==> config.mk <==
export PLATFORM = sky130hd
export DESIGN_NAME = stable_priority_queue
export DESIGN_NICKNAME = d
export VERILOG_FILES = /design/src/sv/spq_pkg.sv /design/src/sv/spq_ram.sv /design/src/sv/spq_ctrl.sv /design/src/sv/spq_datapath.sv /design/src/sv/stable_priority_queue.sv
export VERILOG_INCLUDE_DIRS = /design/src /design/src/sv
export SDC_FILE = /design/constraint.sdc
export NUM_CORES = 1
export LEC_CHECK = 0
export ABC_AREA = 1
export BUFFER_PORTS_ARGS = -buffer_cell sky130_fd_sc_hd__buf_4
export CAP_MARGIN = 10
export CORE_MARGIN = 10
export CORE_UTILIZATION = 55
export DETAILED_ROUTE_END_ITERATION = 16
export PLACE_DENSITY = 0.79
export SLEW_MARGIN = 30
export SYNTH_ARGS = -nofsm -noshare
export SYNTH_HDL_FRONTEND = slang
export SYNTH_HIERARCHICAL = 1
export SYNTH_SLANG_ARGS = --single-unit
==> constraint.sdc <==
create_clock -name clk -period 10.94 [get_ports clk]
set_input_delay 0 -clock clk [delete_from_list [all_inputs] [get_ports clk]]
set_output_delay 0 -clock clk [all_outputs]
set_load 0.02 [all_outputs]
==> src/sv/assert_macros.svh <==
// Assertion macros shared by the RTL of the stable priority queue.
// No dependencies; included by files that carry concurrent assertions.
`ifndef ASSERT_MACROS_SVH
`define ASSERT_MACROS_SVH

// Checked property, masked while reset is high.
`define SPQ_ASSERT_CLK(lbl, clk, rst, prop) \
  lbl: assert property (@(posedge clk) disable iff (rst) prop) \
    else $error("stable_priority_queue: assertion failed");

// Checked property, also checked during reset.
`define SPQ_ASSERT_ALWAYS(lbl, clk, prop) \
  lbl: assert property (@(posedge clk) prop) \
    else $error("stable_priority_queue: assertion failed");

`endif

==> src/sv/spq_pkg.sv <==
// Package for the stable priority queue: payload structs, codes, defaults,
// and the command/status structs between controller and datapath. No deps.
`default_nettype none

package spq_pkg;

  localparam int DEPTH_DEFAULT         = 16;
  localparam int PRIORITY_BITS_DEFAULT = 16;
  localparam int DATA_W                = 32;
  localparam int IN_PRIO_W             = 16;
  localparam int COUNT_W               = 5;
  localparam int STATUS_W              = 2;

  localparam logic OP_INSERT = 1'b0;
  localparam logic OP_REMOVE = 1'b1;

  localparam logic [STATUS_W-1:0] ST_OK        = 2'd0;
  localparam logic [STATUS_W-1:0] ST_UNDERFLOW = 2'd1;
  localparam logic [STATUS_W-1:0] ST_OVERFLOW  = 2'd2;

  typedef struct packed {
    logic                     opcode;
    logic signed [DATA_W-1:0] item_data;
    logic [IN_PRIO_W-1:0]     item_priority;
  } in_item_t;

  typedef struct packed {
    logic [STATUS_W-1:0]      status;
    logic [COUNT_W-1:0]       entry_count;
    logic                     is_empty;
    logic signed [DATA_W-1:0] front_data;
    logic signed [DATA_W-1:0] rear_data;
  } out_item_t;

  // controller -> datapath
  typedef struct packed {
    logic                load;
    logic                rd;
    logic                ins_cmp;
    logic                ins_put;
    logic                rem_cmp;
    logic                rem_end;
    logic                emit;
    logic [STATUS_W-1:0] code;
  } spq_cmd_t;

  // datapath -> controller
  typedef struct packed {
    logic is_ins;
    logic full;
    logic empty;
    logic count_one;
    logic place;
    logic idx_one;
    logic rem_last;
    logic out_free;
  } spq_stat_t;

endpackage

`default_nettype wire

==> src/sv/spq_ram.sv <==
// Generic single-write, single-read RAM with registered read data.
// No dependencies.
`default_nettype none

module spq_ram #(
  parameter int WIDTH = 48,
  parameter int DEPTH = 16
) (
  input  wire logic                     clk,
  input  wire logic                     we,
  input  wire logic [$clog2(DEPTH)-1:0] waddr,
  input  wire logic [WIDTH-1:0]         wdata,
  input  wire logic                     re,
  input  wire logic [$clog2(DEPTH)-1:0] raddr,
  output logic      [WIDTH-1:0]         rdata
);

  logic [WIDTH-1:0] mem [DEPTH];

  always_ff @(posedge clk) begin
    if (we) begin
      mem[waddr] <= wdata;
    end
    if (re) begin
      rdata <= mem[raddr];
    end
  end

endmodule

`default_nettype wire

==> src/sv/spq_ctrl.sv <==
// Sequencer for the stable priority queue: walks insert and remove shifts.
// Depends on spq_pkg.
`default_nettype none

module spq_ctrl
  import spq_pkg::*;
(
  input  wire logic      clk,
  input  wire logic      rst,
  input  wire logic      in_valid,
  output logic           in_ready,
  input  wire spq_stat_t stat,
  output spq_cmd_t       cmd
);

  typedef enum logic [3:0] {
    S_IDLE,
    S_START,
    S_INS_RD,
    S_INS_CMP,
    S_INS_PUT,
    S_REM_RD,
    S_REM_CMP,
    S_REM_END,
    S_FIN
  } state_t;

  state_t              state;
  logic [STATUS_W-1:0] code;

  assign in_ready = (state == S_IDLE);

  always_comb begin
    cmd         = '0;
    cmd.code    = code;
    cmd.load    = (state == S_IDLE) && in_valid;
    cmd.rd      = (state == S_INS_RD) || (state == S_REM_RD);
    cmd.ins_cmp = (state == S_INS_CMP);
    cmd.ins_put = (state == S_INS_PUT);
    cmd.rem_cmp = (state == S_REM_CMP);
    cmd.rem_end = (state == S_REM_END);
    cmd.emit    = (state == S_FIN) && stat.out_free;
  end

  always_ff @(posedge clk) begin
    if (rst) begin
      state <= S_IDLE;
      code  <= ST_OK;
    end else begin
      case (state)
        S_IDLE: begin
          if (in_valid) begin
            state <= S_START;
          end
        end
        S_START: begin
          if (stat.is_ins) begin
            if (stat.full) begin
              code  <= ST_OVERFLOW;
              state <= S_FIN;
            end else begin
              code <= ST_OK;
              if (stat.empty) begin
                state <= S_INS_PUT;
              end else begin
                state <= S_INS_RD;
              end
            end
          end else begin
            if (stat.empty) begin
              code  <= ST_UNDERFLOW;
              state <= S_FIN;
            end else begin
              code <= ST_OK;
              if (stat.count_one) begin
                state <= S_REM_END;
              end else begin
                state <= S_REM_RD;
              end
            end
          end
        end
        S_INS_RD:  state <= S_INS_CMP;
        S_INS_CMP: begin
          // stop at the first entry from the rear that is not above the new one
          if (stat.place || stat.idx_one) begin
            state <= S_INS_PUT;
          end else begin
            state <= S_INS_RD;
          end
        end
        S_INS_PUT: state <= S_FIN;
        S_REM_RD:  state <= S_REM_CMP;
        S_REM_CMP: begin
          if (stat.rem_last) begin
            state <= S_REM_END;
          end else begin
            state <= S_REM_RD;
          end
        end
        S_REM_END: state <= S_FIN;
        S_FIN: begin
          if (stat.out_free) begin
            state <= S_IDLE;
          end
        end
        default:   state <= S_IDLE;
      endcase
    end
  end

endmodule

`default_nettype wire

==> src/sv/spq_datapath.sv <==
// Datapath of the stable priority queue: entry RAM, count, front/rear
// tracking and result register. Depends on spq_pkg and spq_ram.
`default_nettype none

module spq_datapath
  import spq_pkg::*;
#(
  parameter int DEPTH         = DEPTH_DEFAULT,
  parameter int PRIORITY_BITS = PRIORITY_BITS_DEFAULT
) (
  input  wire logic     clk,
  input  wire logic     rst,
  input  wire in_item_t in_item,
  input  wire spq_cmd_t cmd,
  output spq_stat_t     stat,
  output logic [$clog2(DEPTH+1)-1:0] cnt,
  output logic          out_valid,
  input  wire logic     out_ready,
  output out_item_t     out_item
);

  localparam int AW = $clog2(DEPTH);
  localparam int CW = $clog2(DEPTH + 1);
  localparam int EW = PRIORITY_BITS + DATA_W;

  // held item
  logic                     op;
  logic [DATA_W-1:0]        held_data;
  logic [PRIORITY_BITS-1:0] new_prio;

  logic [CW-1:0]     idx;
  logic [DATA_W-1:0] front;
  logic [DATA_W-1:0] rear;

  logic              ram_we;
  logic [AW-1:0]     ram_waddr;
  logic [EW-1:0]     ram_wdata;
  logic [AW-1:0]     ram_raddr;
  logic [EW-1:0]     ram_rdata;
  logic [PRIORITY_BITS-1:0] rd_prio;
  logic              place;

  spq_ram #(
    .WIDTH(EW),
    .DEPTH(DEPTH)
  ) u_ram (
    .clk  (clk),
    .we   (ram_we),
    .waddr(ram_waddr),
    .wdata(ram_wdata),
    .re   (cmd.rd),
    .raddr(ram_raddr),
    .rdata(ram_rdata)
  );

  assign rd_prio   = ram_rdata[EW-1:DATA_W];
  assign place     = (rd_prio <= new_prio);
  assign ram_raddr = (op == OP_INSERT) ? AW'(idx - CW'(1)) : AW'(idx + CW'(1));
  assign ram_we    = cmd.ins_put || (cmd.ins_cmp && !place) || cmd.rem_cmp;
  assign ram_waddr = AW'(idx);
  assign ram_wdata = cmd.ins_put ? {new_prio, held_data} : ram_rdata;

  always_comb begin
    stat           = '0;
    stat.is_ins    = (op == OP_INSERT);
    stat.full      = (cnt == CW'(DEPTH));
    stat.empty     = (cnt == '0);
    stat.count_one = (cnt == CW'(1));
    stat.place     = place;
    stat.idx_one   = (idx == CW'(1));
    stat.rem_last  = ((CW+1)'(idx) + (CW+1)'(2)) >= (CW+1)'(cnt);
    stat.out_free  = !out_valid || out_ready;
  end

  always_ff @(posedge clk) begin
    if (cmd.load) begin
      op        <= in_item.opcode;
      held_data <= in_item.item_data;
      new_prio  <= PRIORITY_BITS'(in_item.item_priority);
    end
    if (cmd.load) begin
      idx <= (in_item.opcode == OP_INSERT) ? cnt : '0;
    end else if (cmd.ins_cmp && !place) begin
      idx <= idx - CW'(1);
    end else if (cmd.rem_cmp) begin
      idx <= idx + CW'(1);
    end
    if (cmd.ins_put) begin
      if (idx == '0) begin
        front <= held_data;
      end
      if (idx == cnt) begin
        rear <= held_data;
      end
    end
    if (cmd.rem_cmp && idx == '0) begin
      front <= ram_rdata[DATA_W-1:0];
    end
    if (cmd.emit) begin
      out_item.status      <= cmd.code;
      out_item.entry_count <= COUNT_W'(cnt);
      out_item.is_empty    <= (cnt == '0);
      out_item.front_data  <= (cnt == '0) ? '0 : front;
      out_item.rear_data   <= (cnt == '0) ? '0 : rear;
    end
  end

  always_ff @(posedge clk) begin
    if (rst) begin
      cnt       <= '0;
      out_valid <= 1'b0;
    end else begin
      if (cmd.ins_put) begin
        cnt <= cnt + CW'(1);
      end else if (cmd.rem_end) begin
        cnt <= cnt - CW'(1);
      end
      if (cmd.emit) begin
        out_valid <= 1'b1;
      end else if (out_ready) begin
        out_valid <= 1'b0;
      end
    end
  end

endmodule

`default_nettype wire

==> src/sv/stable_priority_queue.sv <==
// Top level of the stable priority queue: controller plus datapath.
// Depends on spq_pkg, spq_ctrl, spq_datapath, spq_ram, assert_macros.svh.
//
//   channel | handshake            | payload
//   --------+----------------------+--------------------
//   input   | in_valid / in_ready  | in_item  (in_item_t)
//   output  | out_valid / out_ready| out_item (out_item_t)
//
// One transaction at a time; a result waits in the output register while
// the next input transaction is taken and worked on.
// Insert: entries of higher priority value are shifted back one at a time,
// each with a RAM read plus compare, then the new entry is written. Remove:
// every remaining entry is shifted forward the same way. Overflow or underflow
// goes straight to the result. A stalled output holds the last step.
// Reset clears the count and the output valid; the entry RAM is not cleared.
`default_nettype none
`include "assert_macros.svh"

module stable_priority_queue
  import spq_pkg::*;
#(
  parameter int DEPTH         = DEPTH_DEFAULT,
  parameter int PRIORITY_BITS = PRIORITY_BITS_DEFAULT
) (
  input  wire logic      clk,
  input  wire logic      rst,
  input  wire logic      in_valid,
  output logic           in_ready,
  input  wire in_item_t  in_item,
  output logic           out_valid,
  input  wire logic      out_ready,
  output out_item_t      out_item
);

  spq_cmd_t                   cmd;
  spq_stat_t                  stat;
  logic [$clog2(DEPTH+1)-1:0] cnt;

  spq_ctrl u_ctrl (
    .clk     (clk),
    .rst     (rst),
    .in_valid(in_valid),
    .in_ready(in_ready),
    .stat    (stat),
    .cmd     (cmd)
  );

  spq_datapath #(
    .DEPTH        (DEPTH),
    .PRIORITY_BITS(PRIORITY_BITS)
  ) u_dp (
    .clk      (clk),
    .rst      (rst),
    .in_item  (in_item),
    .cmd      (cmd),
    .stat     (stat),
    .cnt      (cnt),
    .out_valid(out_valid),
    .out_ready(out_ready),
    .out_item (out_item)
  );

  `SPQ_ASSERT_CLK(a_busy_after_accept, clk, rst, (in_valid && in_ready) |=> !in_ready)
  `SPQ_ASSERT_CLK(a_emit_sets_valid, clk, rst, cmd.emit |=> out_valid)
  `SPQ_ASSERT_CLK(a_no_emit_on_stall, clk, rst, (out_valid && !out_ready) |-> !cmd.emit)
  `SPQ_ASSERT_CLK(a_count_bound, clk, rst, cnt <= ($clog2(DEPTH+1))'(DEPTH))
  `SPQ_ASSERT_ALWAYS(a_reset_clears_valid, clk, rst |=> !out_valid)

endmodule

`default_nettype wire

==> summary.txt <==
Placement
  • Routability-driven placement congestion ratio: 0.833
  • Post-DP Area: 45,400 sq um
  • Post-DP HPWL: 54,400 um
  • DP Worst Slack: 6.61 ns
  • Port-buffer cells: 126
  • Cells after DPL: 5,053

Timing
  • Setup ws final: 6.54 ns
  • Fin Setup TNS: 0 ns
  • RSZ-0062 raised after global routing: false
  • Final Hold Vio Count: 0
  • Worst Skew: 0.0289 ns
  • Hold Slack: 0.0463 ns
  • Fmax: 227 MHz
  • Setup Viol. Count Final: 0
  • Rel. slew slack: 0.331
  • Tightest Pin Transition: 1.00 ns
  • Crit path time final: 4.40 ns
  • Tcrit/Tclk final: 0.402
  • Final Max Slew Viols: 0

Clock tree
  • CTS Sinks: 1,018
  • CTS Root Cell: clkbuf_16
  • Setup bufs post-CTS: 0
  • CTS resizes: 0
  • H-tree Lvls: 3
  • Clock insertion delay at the later pin of the skew report: 0.67 ns
  • TritonCTS buffer count: 98
  • Clock tree from TritonCTS: built
  • CTS Buffer Depth: 3
  • Clk slew on worst S/H paths: 0.07 ns

Critical path
  • Reg2reg end: u_dp/u_ram/mem[12][7]
  • Worst Path Max Fanout: 71
  • Worst Path Arrival: 4.68 ns
  • CP Capture Type: register
  • Launch point of the worst path: u_ctrl/state[0]
  • Flop2flop setup slack: 6.54 ns
  • Reg2reg start: u_ctrl/state[0]
  • Worst Setup Start Kind: register
  • Worst EP required: 11.22 ns
  • Crit Path Category: reg2reg
  • Reg2reg path depth: 10
  • CP endpoint: u_dp/u_ram/mem[12][7]

Global routing
  • Initial antenna violation count: 1
  • Vias in the first global route: 28,800
  • Largest net degree at the start of global routing: 229
  • GRT Overall Usage: 0.222
  • First-pass GRT wire length: 158,000 um
  • GRT Residual Overflow: 0

Synthesis
  • EDFF count, synth: 1,006
  • Top_reg_cell synth: edfxtp_1
  • Syn_nets: 4,080
  • Sequential fraction of the synthesis area: 0.700
  • Top cell type's share of synthesized area: 0.695
  • Asr flop ratio synth: 0
  • Post-synth top area cell: edfxtp_1
  • Synth Area per Inst: 10.9 sq um
  • Area contributors post-synth: edfxtp_1 69%, nand2_1 11%, nand3_1 6.9%
  • Yosys warning count: 6
  • Mapped Area: 43,500 sq um
  • FF+latch count, synth: 1,018
  • Post-synthesis cell type count: 43
  • Syn Inst Count: 3,995

Power and ir drop
  • Static leakage: 20.9 nW
  • Combinational power share: 0.309
  • Internal: 7.76 mW
  • Peak VDD IR: 0.000328 V
  • Sw frac: 0.351
  • Power per cell area: 242 nW/um^2
  • P_sw: 4.19 mW
  • Clock share of power: 0.289
  • Tot Pwr: 11.9 mW
  • Register share of total power: 0.402

Detailed routing
  • 1st-pass router iterations: 6
  • Final WL: 102,000 um
  • Via count: 28,900
  • Drt wl/cell: 19.3 um
  • Antenna viol nets, final: 0
  • M1 WL: 39,300 um
  • DR iter-0 viols: 3,616
  • Remaining DRCs: 0
  • Highest routed layer: met4
  • Number of vias per cell: 5.46
  • Routed met3 length: 10,400 um
  • Met2 Wirelength: 49,100 um

Finish
  • P&R area growth vs syn: 13.5%
  • Fin cells: 5,289
  • Layout Utilization: 0.627
  • Final instance area: 49,300 sq um
  • Nets: 4,244
  • Most frequent cells in the layout: 1,219 x nand2_1, 1,006 x edfxtp_1, 730 x inv_1
  • Most common cell after layout, fill and taps aside: nand2_1
  • ANT cells: 0
  • Layout cells sized above 1: 0.0974

Job
  • Max cap viols: 0

Die
  • Rows: 103
  • Die Span Y: 301 um
  • Die Width: 301 um
  • DIE AREA: 90,700 sq um
  • Ports: 127
  • Initial Util: 0.552
  • Core Footprint: 78,700 sq um

Outcome
  • Outcome: completed

Min path
  • Min-Delay Path Class: in2reg
-- worst max-delay path: stages (launching register included) --
cell	delay, ns
dfxtp_1	0.37
nor2_1	0.24
inv_1	0.17
nor2_4	0.12
buf_4	0.63
inv_2	0.03
buf_4	0.29
nand3_1	0.26
nand3_1	0.38
nor2_4	0.80
buf_4	0.60
-- worst min path at each step --
stage	from	endpoint	slack (ns)	cells after the start
after floorplan	rst	u_dp/cnt[0]	0.07	1
after global placement	in_item[46]	u_dp/held_data[30]	0.18	1
after detailed placement	in_item[42]	u_dp/held_data[26]	0.18	1
after CTS	in_item[20]	u_dp/held_data[4]	0.03	2
after global routing	in_item[0]	u_dp/new_prio[0]	0.05	2
final	in_item[21]	u_dp/held_data[5]	0.05	2
-- registers in the layout (all words and copies together) (netlist names) --
signal and count:
u_dp/front 32, u_dp/out_valid 1, u_dp/cnt 5, u_dp/held_data 32, u_dp/new_prio 16, u_ctrl/code 2, u_dp/idx 5, u_dp/op 1
u_dp/u_ram/mem 768, u_dp/out_item 72, u_dp/rear 32, u_ctrl/state 4, u_dp/u_ram/rdata 48
-- cell usage after synthesis (3+ instances only) --
cell	instances
inv_1	733
buf_1	7
o21a_1	3
nand3b_1	3
nor3_1	4
edfxtp_1	1006
dfxtp_1	12
nor2_2	4
nand3_1	597
buf_2	91
xor2_1	4
nand2_1	1220
clkbuf_1	31
buf_6	41
nand4_1	6
ha_1	32
a21oi_1	13
nor2_1	54
xnor2_1	3
buf_4	14
inv_2	5
o21ai_0	54
nand2_2	4
o21ai_1	32
-- power groups by stage --
stage	logic, mW	registers [mW]	clock network (mW)
finish	3.69	4.80	3.45
global route	4.02	4.82	3.64
CTS	3.62	4.81	3.48
detailed placement	3.56	4.89	0
global placement	3.46	4.88	0
floorplan	2.57	4.90	0
-- cell families after synthesis --
kind of cell	Yosys count	synth area share
AO/OA/AOI/OAI	109	0.0131
buffers and inverters	924	0.0910
AND/OR/NAND/NOR	1903	0.185
XOR/XNOR	8	0.00178
multiplexers	1	0.000230
flip-flops	1018	0.700
adder cells (fa/ha/maj)	32	0.00921
-- repair_timing --
item                       4_1_cts  5_1_grt
hold buffers                    52        0
hold endpoints to repair        66        0
setup endpoints to repair        0        0
-- final cells by class --
class	instances	area [sq um]
Fill cell	5499	29400
Multi-Input combinational cell	2053	9360
Clock buffer	109	2540
Timing Repair Buffer	249	2140
Sequential cell	1018	30400
Inverter	739	2800
Tap cell	1050	1310
Clock inverter	71	742
-- routing by layer --
layer / track usage / up-vias
li1: - / 13300
met1: 0.286 / 13600
met2: 0.370 / 1688
met3: 0.0348 / 257
met4: 0.0995 / 0
met5: 0 / -
(Power assumes the default switching activity.)
